--- config.mk ---
export PLATFORM = sky130hd
export DESIGN_NAME = ila_ctrl
export DESIGN_NICKNAME = d
export VERILOG_FILES = /design/src/hw/rtl/ila_pkg.sv /design/src/hw/rtl/ila_ctrl.sv
export SDC_FILE = /design/constraint.sdc
export NUM_CORES = 1
export LEC_CHECK = 0
export BUFFER_PORTS_ARGS = -buffer_cell sky130_fd_sc_hd__buf_2
export CORE_UTILIZATION = 40
export CTS_BUF_LIST = sky130_fd_sc_hd__clkbuf_4
export CTS_CLUSTER_DIAMETER = 150
export DETAILED_ROUTE_END_ITERATION = 10
export MAX_ROUTING_LAYER = met4
export PLACE_DENSITY = 0.69
export SLEW_MARGIN = 10
export SYNTH_ARGS = -nofsm -noshare
export SYNTH_HDL_FRONTEND = slang
export SYNTH_SLANG_ARGS = --single-unit
--- constraint.sdc ---
create_clock -name clk -period 2.7 [get_ports clk]
set_input_delay 0.135 -clock clk [delete_from_list [all_inputs] [get_ports clk]]
set_output_delay 0.135 -clock clk [all_outputs]
set_load 0.1 [all_outputs]
--- src/hw/rtl/ila_pkg.sv ---
// Shared types and constants for the implicit list allocator.
// Used by the datapath, the controller and the top level; no dependencies.
package ila_pkg;

  localparam int HEAP_WORDS_DEF = 16384;
  localparam int FIRST_CHUNK    = 4096;
  localparam int EXT_W          = 17;
  localparam logic [EXT_W-1:0] EXTEND_RESET = 17'd4096;
  localparam logic [31:0] SIZE_MASK = 32'hFFFF_FFF8;
  localparam logic [31:0] ALLOC_BIT = 32'h0000_0001;
  localparam logic [31:0] WORD      = 32'd4;
  localparam logic [31:0] DWORD     = 32'd8;
  localparam logic [31:0] MIN_BLOCK = 32'd16;

  localparam logic [1:0] ST_OK   = 2'd0;
  localparam logic [1:0] ST_ZERO = 2'd1;
  localparam logic [1:0] ST_FULL = 2'd2;

  typedef enum logic [1:0] {
    MEM_IDLE,
    MEM_READ,
    MEM_WRITE,
    MEM_CLEAR
  } mem_op_t;

  typedef enum logic [2:0] {
    AS_BP_M4,
    AS_BP_M8,
    AS_PREV_M4,
    AS_NEXT_M4,
    AS_PREV_PS_M8
  } asel_t;

  typedef enum logic [4:0] {
    ACT_NONE,
    ACT_START,
    ACT_CAP_TAG,
    ACT_PLAN_FREE,
    ACT_WALK_NEXT,
    ACT_PLAN_GROW,
    ACT_PLAN_PUT,
    ACT_CAP_BSIZE,
    ACT_CAP_PREV,
    ACT_CAP_PSIZE,
    ACT_CAP_NEXT,
    ACT_CAP_PALLOC,
    ACT_PLAN_MERGE,
    ACT_GROW_RET,
    ACT_RES_BP,
    ACT_RES_MRET,
    ACT_RES_ZERO,
    ACT_RES_FULL
  } act_t;

  typedef struct packed {
    mem_op_t    op;
    asel_t      asel;
    logic [1:0] wslot;
    act_t       act;
    logic       out_load;
  } ila_cmd_t;

  typedef struct packed {
    logic       clear_done;
    logic       is_free;
    logic       req_zero;
    logic       sz_zero;
    logic       fit;
    logic       walk_end;
    logic       grow_fail;
    logic       mret_zero;
    logic [2:0] nw;
  } ila_status_t;

endpackage

--- src/hw/rtl/ila_ctrl.sv ---
// Allocator controller: sequences tag reads, list walk, growth, merge and
// write plans, and owns the stream handshakes. Depends on ila_pkg.
module ila_ctrl (
  input  logic                  clk,
  input  logic                  rst,
  input  ila_pkg::ila_status_t  st,
  input  logic                  s_tvalid,
  output logic                  s_tready,
  output logic                  m_tvalid,
  input  logic                  m_tready,
  output ila_pkg::ila_cmd_t     cmd
);

  typedef enum logic [30:0] {
    S_CLEAR    = 31'h0000_0001,
    S_IDLE     = 31'h0000_0002,
    S_DISPATCH = 31'h0000_0004,
    S_FR_RD    = 31'h0000_0008,
    S_FR_CAP   = 31'h0000_0010,
    S_FR_PLAN  = 31'h0000_0020,
    S_WALK_RD  = 31'h0000_0040,
    S_WALK_CAP = 31'h0000_0080,
    S_WALK_CHK = 31'h0000_0100,
    S_GROW_CHK = 31'h0000_0200,
    S_GROW_RET = 31'h0000_0400,
    S_PUT_RD   = 31'h0000_0800,
    S_PUT_CAP  = 31'h0000_1000,
    S_PUT_PLAN = 31'h0000_2000,
    S_MG_RD0   = 31'h0000_4000,
    S_MG_CAP0  = 31'h0000_8000,
    S_MG_RD1   = 31'h0001_0000,
    S_MG_CAP1  = 31'h0002_0000,
    S_MG_RD2   = 31'h0004_0000,
    S_MG_CAP2  = 31'h0008_0000,
    S_MG_RD3   = 31'h0010_0000,
    S_MG_CAP3  = 31'h0020_0000,
    S_MG_RD4   = 31'h0040_0000,
    S_MG_CAP4  = 31'h0080_0000,
    S_MG_PLAN  = 31'h0100_0000,
    S_WRITE    = 31'h0200_0000,
    S_RES_ZERO = 31'h0400_0000,
    S_RES_FULL = 31'h0800_0000,
    S_RES_BP   = 31'h1000_0000,
    S_RES_MRET = 31'h2000_0000,
    S_DONE     = 31'h4000_0000
  } state_t;

  state_t     state, state_next, wr_ret, wr_ret_next;
  logic [2:0] wcnt, wcnt_next;
  logic       out_free;

  assign s_tready = (state == S_IDLE);
  assign out_free = !m_tvalid || m_tready;

  always_ff @(posedge clk) begin
    if (rst) begin
      state    <= S_CLEAR;
      wr_ret   <= S_IDLE;
      wcnt     <= 3'd0;
      m_tvalid <= 1'b0;
    end else begin
      state  <= state_next;
      wr_ret <= wr_ret_next;
      wcnt   <= wcnt_next;
      if (state == S_DONE && out_free) begin
        m_tvalid <= 1'b1;
      end else if (m_tready) begin
        m_tvalid <= 1'b0;
      end
    end
  end

  always_comb begin
    state_next   = state;
    wr_ret_next  = wr_ret;
    wcnt_next    = wcnt;
    cmd.op       = ila_pkg::MEM_IDLE;
    cmd.asel     = ila_pkg::AS_BP_M4;
    cmd.wslot    = wcnt[1:0];
    cmd.act      = ila_pkg::ACT_NONE;
    cmd.out_load = 1'b0;
    case (state)
      S_CLEAR: begin
        cmd.op = ila_pkg::MEM_CLEAR;
        if (st.clear_done) begin
          state_next = S_IDLE;
        end
      end
      S_IDLE: begin
        if (s_tvalid) begin
          cmd.act    = ila_pkg::ACT_START;
          state_next = S_DISPATCH;
        end
      end
      S_DISPATCH: begin
        if (st.is_free) begin
          state_next = S_FR_RD;
        end else if (st.req_zero) begin
          state_next = S_RES_ZERO;
        end else begin
          state_next = S_WALK_RD;
        end
      end
      S_FR_RD: begin
        cmd.op     = ila_pkg::MEM_READ;
        state_next = S_FR_CAP;
      end
      S_FR_CAP: begin
        cmd.act    = ila_pkg::ACT_CAP_TAG;
        state_next = S_FR_PLAN;
      end
      S_FR_PLAN: begin
        cmd.act     = ila_pkg::ACT_PLAN_FREE;
        wr_ret_next = S_MG_RD0;
        state_next  = S_WRITE;
      end
      S_WALK_RD: begin
        cmd.op     = ila_pkg::MEM_READ;
        state_next = S_WALK_CAP;
      end
      S_WALK_CAP: begin
        cmd.act    = ila_pkg::ACT_CAP_TAG;
        state_next = S_WALK_CHK;
      end
      S_WALK_CHK: begin
        if (st.sz_zero) begin
          state_next = S_GROW_CHK;
        end else if (st.fit) begin
          state_next = S_PUT_RD;
        end else if (st.walk_end) begin
          state_next = S_GROW_CHK;
        end else begin
          cmd.act    = ila_pkg::ACT_WALK_NEXT;
          state_next = S_WALK_RD;
        end
      end
      S_GROW_CHK: begin
        if (st.grow_fail) begin
          state_next = S_RES_FULL;
        end else begin
          cmd.act     = ila_pkg::ACT_PLAN_GROW;
          wr_ret_next = S_MG_RD0;
          state_next  = S_WRITE;
        end
      end
      S_GROW_RET: begin
        if (st.mret_zero) begin
          state_next = S_RES_FULL;
        end else begin
          cmd.act    = ila_pkg::ACT_GROW_RET;
          state_next = S_PUT_RD;
        end
      end
      S_PUT_RD: begin
        cmd.op     = ila_pkg::MEM_READ;
        state_next = S_PUT_CAP;
      end
      S_PUT_CAP: begin
        cmd.act    = ila_pkg::ACT_CAP_TAG;
        state_next = S_PUT_PLAN;
      end
      S_PUT_PLAN: begin
        cmd.act     = ila_pkg::ACT_PLAN_PUT;
        wr_ret_next = S_RES_BP;
        state_next  = S_WRITE;
      end
      S_MG_RD0: begin
        cmd.op     = ila_pkg::MEM_READ;
        state_next = S_MG_CAP0;
      end
      S_MG_CAP0: begin
        cmd.act    = ila_pkg::ACT_CAP_BSIZE;
        state_next = S_MG_RD1;
      end
      S_MG_RD1: begin
        cmd.op     = ila_pkg::MEM_READ;
        cmd.asel   = ila_pkg::AS_BP_M8;
        state_next = S_MG_CAP1;
      end
      S_MG_CAP1: begin
        cmd.act    = ila_pkg::ACT_CAP_PREV;
        state_next = S_MG_RD2;
      end
      S_MG_RD2: begin
        cmd.op     = ila_pkg::MEM_READ;
        cmd.asel   = ila_pkg::AS_PREV_M4;
        state_next = S_MG_CAP2;
      end
      S_MG_CAP2: begin
        cmd.act    = ila_pkg::ACT_CAP_PSIZE;
        state_next = S_MG_RD3;
      end
      S_MG_RD3: begin
        cmd.op     = ila_pkg::MEM_READ;
        cmd.asel   = ila_pkg::AS_NEXT_M4;
        state_next = S_MG_CAP3;
      end
      S_MG_CAP3: begin
        cmd.act    = ila_pkg::ACT_CAP_NEXT;
        state_next = S_MG_RD4;
      end
      S_MG_RD4: begin
        cmd.op     = ila_pkg::MEM_READ;
        cmd.asel   = ila_pkg::AS_PREV_PS_M8;
        state_next = S_MG_CAP4;
      end
      S_MG_CAP4: begin
        cmd.act    = ila_pkg::ACT_CAP_PALLOC;
        state_next = S_MG_PLAN;
      end
      S_MG_PLAN: begin
        cmd.act     = ila_pkg::ACT_PLAN_MERGE;
        wr_ret_next = st.is_free ? S_RES_MRET : S_GROW_RET;
        state_next  = S_WRITE;
      end
      S_WRITE: begin
        if (wcnt == st.nw) begin
          wcnt_next  = 3'd0;
          state_next = wr_ret;
        end else begin
          cmd.op    = ila_pkg::MEM_WRITE;
          wcnt_next = wcnt + 3'd1;
        end
      end
      S_RES_ZERO: begin
        cmd.act    = ila_pkg::ACT_RES_ZERO;
        state_next = S_DONE;
      end
      S_RES_FULL: begin
        cmd.act    = ila_pkg::ACT_RES_FULL;
        state_next = S_DONE;
      end
      S_RES_BP: begin
        cmd.act    = ila_pkg::ACT_RES_BP;
        state_next = S_DONE;
      end
      S_RES_MRET: begin
        cmd.act    = ila_pkg::ACT_RES_MRET;
        state_next = S_DONE;
      end
      S_DONE: begin
        if (out_free) begin
          cmd.out_load = 1'b1;
          state_next   = S_IDLE;
        end
      end
      default: state_next = S_IDLE;
    endcase
  end

endmodule

==> impl_metrics.json <==
{
  "status": "finished, violations left",
  "violations": "negative setup slack",
  "seq_power_share": 0.504,
  "tightest_slew_ns": 0.507,
  "cp_top_family": "simple AND/OR/NAND/NOR gates",
  "post-synth-top-count-cell": "dfxtp_1",
  "place.gp.congestion": 0.947,
  "sw_frac_of_total": 0.323,
  "critPathArrivalTime_ns": 2.92,
  "relSlewSlack": 0.657,
  "synth_nets": 294,
  "clk_path_buf_depth": 2,
  "final_cell_count_no_fill": 430,
  "path_max_fanout": 6,
  "antennaDiodeCount": 0,
  "final_nets": 373,
  "cts.clk_slew.worst_paths_ns": 0.13,
  "core_area_mm2": 0.00551,
  "h-tree-depth": 2,
  "area_delta_synth_final_pct": 47.2,
  "peakVddDrop_v": 0.000246,
  "dp_slack_ns": 0.0630,
  "numPortBuffers": 29,
  "path_cells": "or4_4, nor4_4, nand3_2, o41a_1, and4b_1, o211ai_1, clkbuf_16",
  "power.internal_uw": 805,
  "ys_ff_latch": 40,
  "track_usage": 0.270,
  "synth_area_leaders": "dfxtp_1 (35%), nor2_1 (4.9%), nor4b_1 (4.2%)",
  "p_comb_frac": 0.217,
  "worstSetupPathType": "flip-flop to output port",
  "grt_pass1_wl_um": 12100,
  "slew_viol_final": 0,
  "grt_pass1_vias": 2451,
  "yosysWarnings": 0,
  "clkPwrFrac": 0.279,
  "synthTopCellsByCount": "dfxtp_1 (40), nor2_1 (30), nor3_1 (16), nor4_1 (15), nand4_1 (13)",
  "async_reset_ff_frac": 0,
  "synth_cell_types": 52,
  "worst_slack_ns": -0.357,
  "n_fill_cell": 458,
  "layout-drive-gt1-share": 0.413,
  "critical_path_buf_inv_count": 1,
  "p_total_mw": 1.19,
  "cts_inserted_buffers": 5,
  "syn_inst": 278,
  "first_pass_iters": 4,
  "cts_tree": "built",
  "synth_area_mm2": 0.00228,
  "drcViolationCount": 0,
  "dieHeight_um": 77.6,
  "ant_nets": 0,
  "slowest_delay_ns": 0.61,
  "die_x_um": 77.6,
  "power_switching_uw": 384,
  "hpwl_um": 5360,
  "synth.top_cell.area_share": 0.351,
  "crit_path_end_kind": "output port",
  "synth_flop_cell": "dfxtp_1",
  "min_period_over_period": 1.13,
  "worstPathRequired_ns": 2.57,
  "yosysSeqAreaShare": 0.351,
  "fin_crit_ns": 3.06,
  "die_area_mm2": 0.00601,
  "hp-class": "input port to flip-flop",
  "wire_per_inst_um": 18.2,
  "grt_start_max_net_pins": 17,
  "syn_avg_cell_area_um2": 8.21,
  "final-setup-viol-count": 5,
  "drtIter0Drc": 217,
  "pin_count": 30,
  "clock_skew_ns": 0.00950,
  "cap_violations": 0,
  "clk_latency_ns": 0.37,
  "cts-root-buf": "clkbuf_4",
  "report.final.hold_viol_count": 0,
  "num_vias": 2556,
  "routed_wl_um": 7840,
  "p_per_area_mw_per_mm2": 354,
  "synth_edf_count": 0,
  "vias_per_cell": 5.94,
  "multi_input_area_mm2": 0.00155,
  "start_util": 0.415,
  "fmax_ghz": 0.327,
  "regArea_um2": 812,
  "tns_ns": -0.987,
  "antenna_found_initial": 0,
  "grt_setup_unrepaired": "true",
  "p_leak_nw": 1.38,
  "cts.sinks": 40,
  "start_kind": "flip-flop",
  "slowest_stage": "or4_4",
  "synth_area_leader_cell": "dfxtp_1",
  "fp-row-count": 27,
  "dp.cells": 400,
  "grt_remaining_overflow": 0
}
==> registers in the layout, summed over array words and instances, names as in the netlist <==
register / flops
wcnt: 3
m_tvalid: 1
state: 31
wr_ret: 5
==> cell type report <==
cell class	instances	area share
tap	72	0.0268
clock inverter	3	0.00707
sequential	40	0.242
clock buffer	5	0.0112
inverter	10	0.0123
timing repair buffer	90	0.241
multi-input combinational	210	0.460
==> metal layers <==
metal / part of all wire / track usage
met5: 0 / -
met2: 0.50 / 0.455
met1: 0.42 / 0.309
met4: 0.035 / 0.128
met3: 0.052 / 0.0506
==> per-stage QoR <==
| stage | hold slack, ns | cell area [µm²] | util |
|---|---|---|---|
| floorplan | 0.212 | 2370 | - |
| global placement | 0.356 | 2960 | 0.537 |
| detailed placement | 0.349 | 2960 | 0.537 |
| CTS | 0.0198 | 3230 | 0.586 |
| global route | 0.0179 | 3360 | 0.610 |
| finish | 0.0256 | 3360 | 0.610 |
==> final timing paths <==
| kind | cells past startpoint | from | to | slack [ns] |
|---|---|---|---|---|
| hold / removal | 2 | st[8] | state[26]$_SDFFE_PP0P_ | 0.03 |
| setup / recovery | 7 | state[26]$_SDFFE_PP0P_ | cmd[1] | -0.36 |
| setup reg to reg | 9 | state[24]$_SDFFE_PP0P_ | state[27]$_SDFFE_PP0P_ | 0.06 |
| hold reg to reg | 2 | wr_ret[14]$_SDFFE_PP0P_ | state[14]$_SDFFE_PP0P_ | 0.47 |
==> placed cells by master, fill, tap and decap left out, drive strengths merged, types with 7 or more instances in the layout <==
master  count
a21oi      11
and3        7
buf        85
clkbuf      8
dfxtp      40
inv         8
nand2      11
nand4      13
nor2       30
nor3       16
nor4       18
nor4b      11
o21ai       8
or4        11
or4b        7
xor2        8
==> what timing repair did <==
| action | CTS | global route |
|---|---|---|
| endpoints found under the setup margin | 6 | 18 |
| endpoints found under the hold margin | 2 | 0 |
| setup buffers | 14 | 6 |
| gates resized for setup | 22 | 24 |
| hold buffers | 2 | 0 |
| pin swaps | 14 | 7 |
==> kinds of logic after synthesis <==
family	count (synthesis)	synth area share
buffers and inverters	28	0.0559
flip-flops	40	0.351
AO/OA/AOI/OAI	37	0.107
multiplexers	1	0.00438
XOR/XNOR	12	0.0460
adder cells (fa/ha/maj)	1	0.00548
AND/OR/NAND/NOR	159	0.431
==> power by group through the flow <==
stage               Sequential (mW)  Clock (mW)  Combinational (mW)
CTS                           0.598       0.332               0.241
global placement              0.611           0               0.216
global route                  0.600       0.361               0.271
detailed placement            0.611           0               0.219
floorplan                     0.612           0               0.126
finish                        0.599       0.331               0.258
No activity file was read; power rests on OpenSTA's default activity.
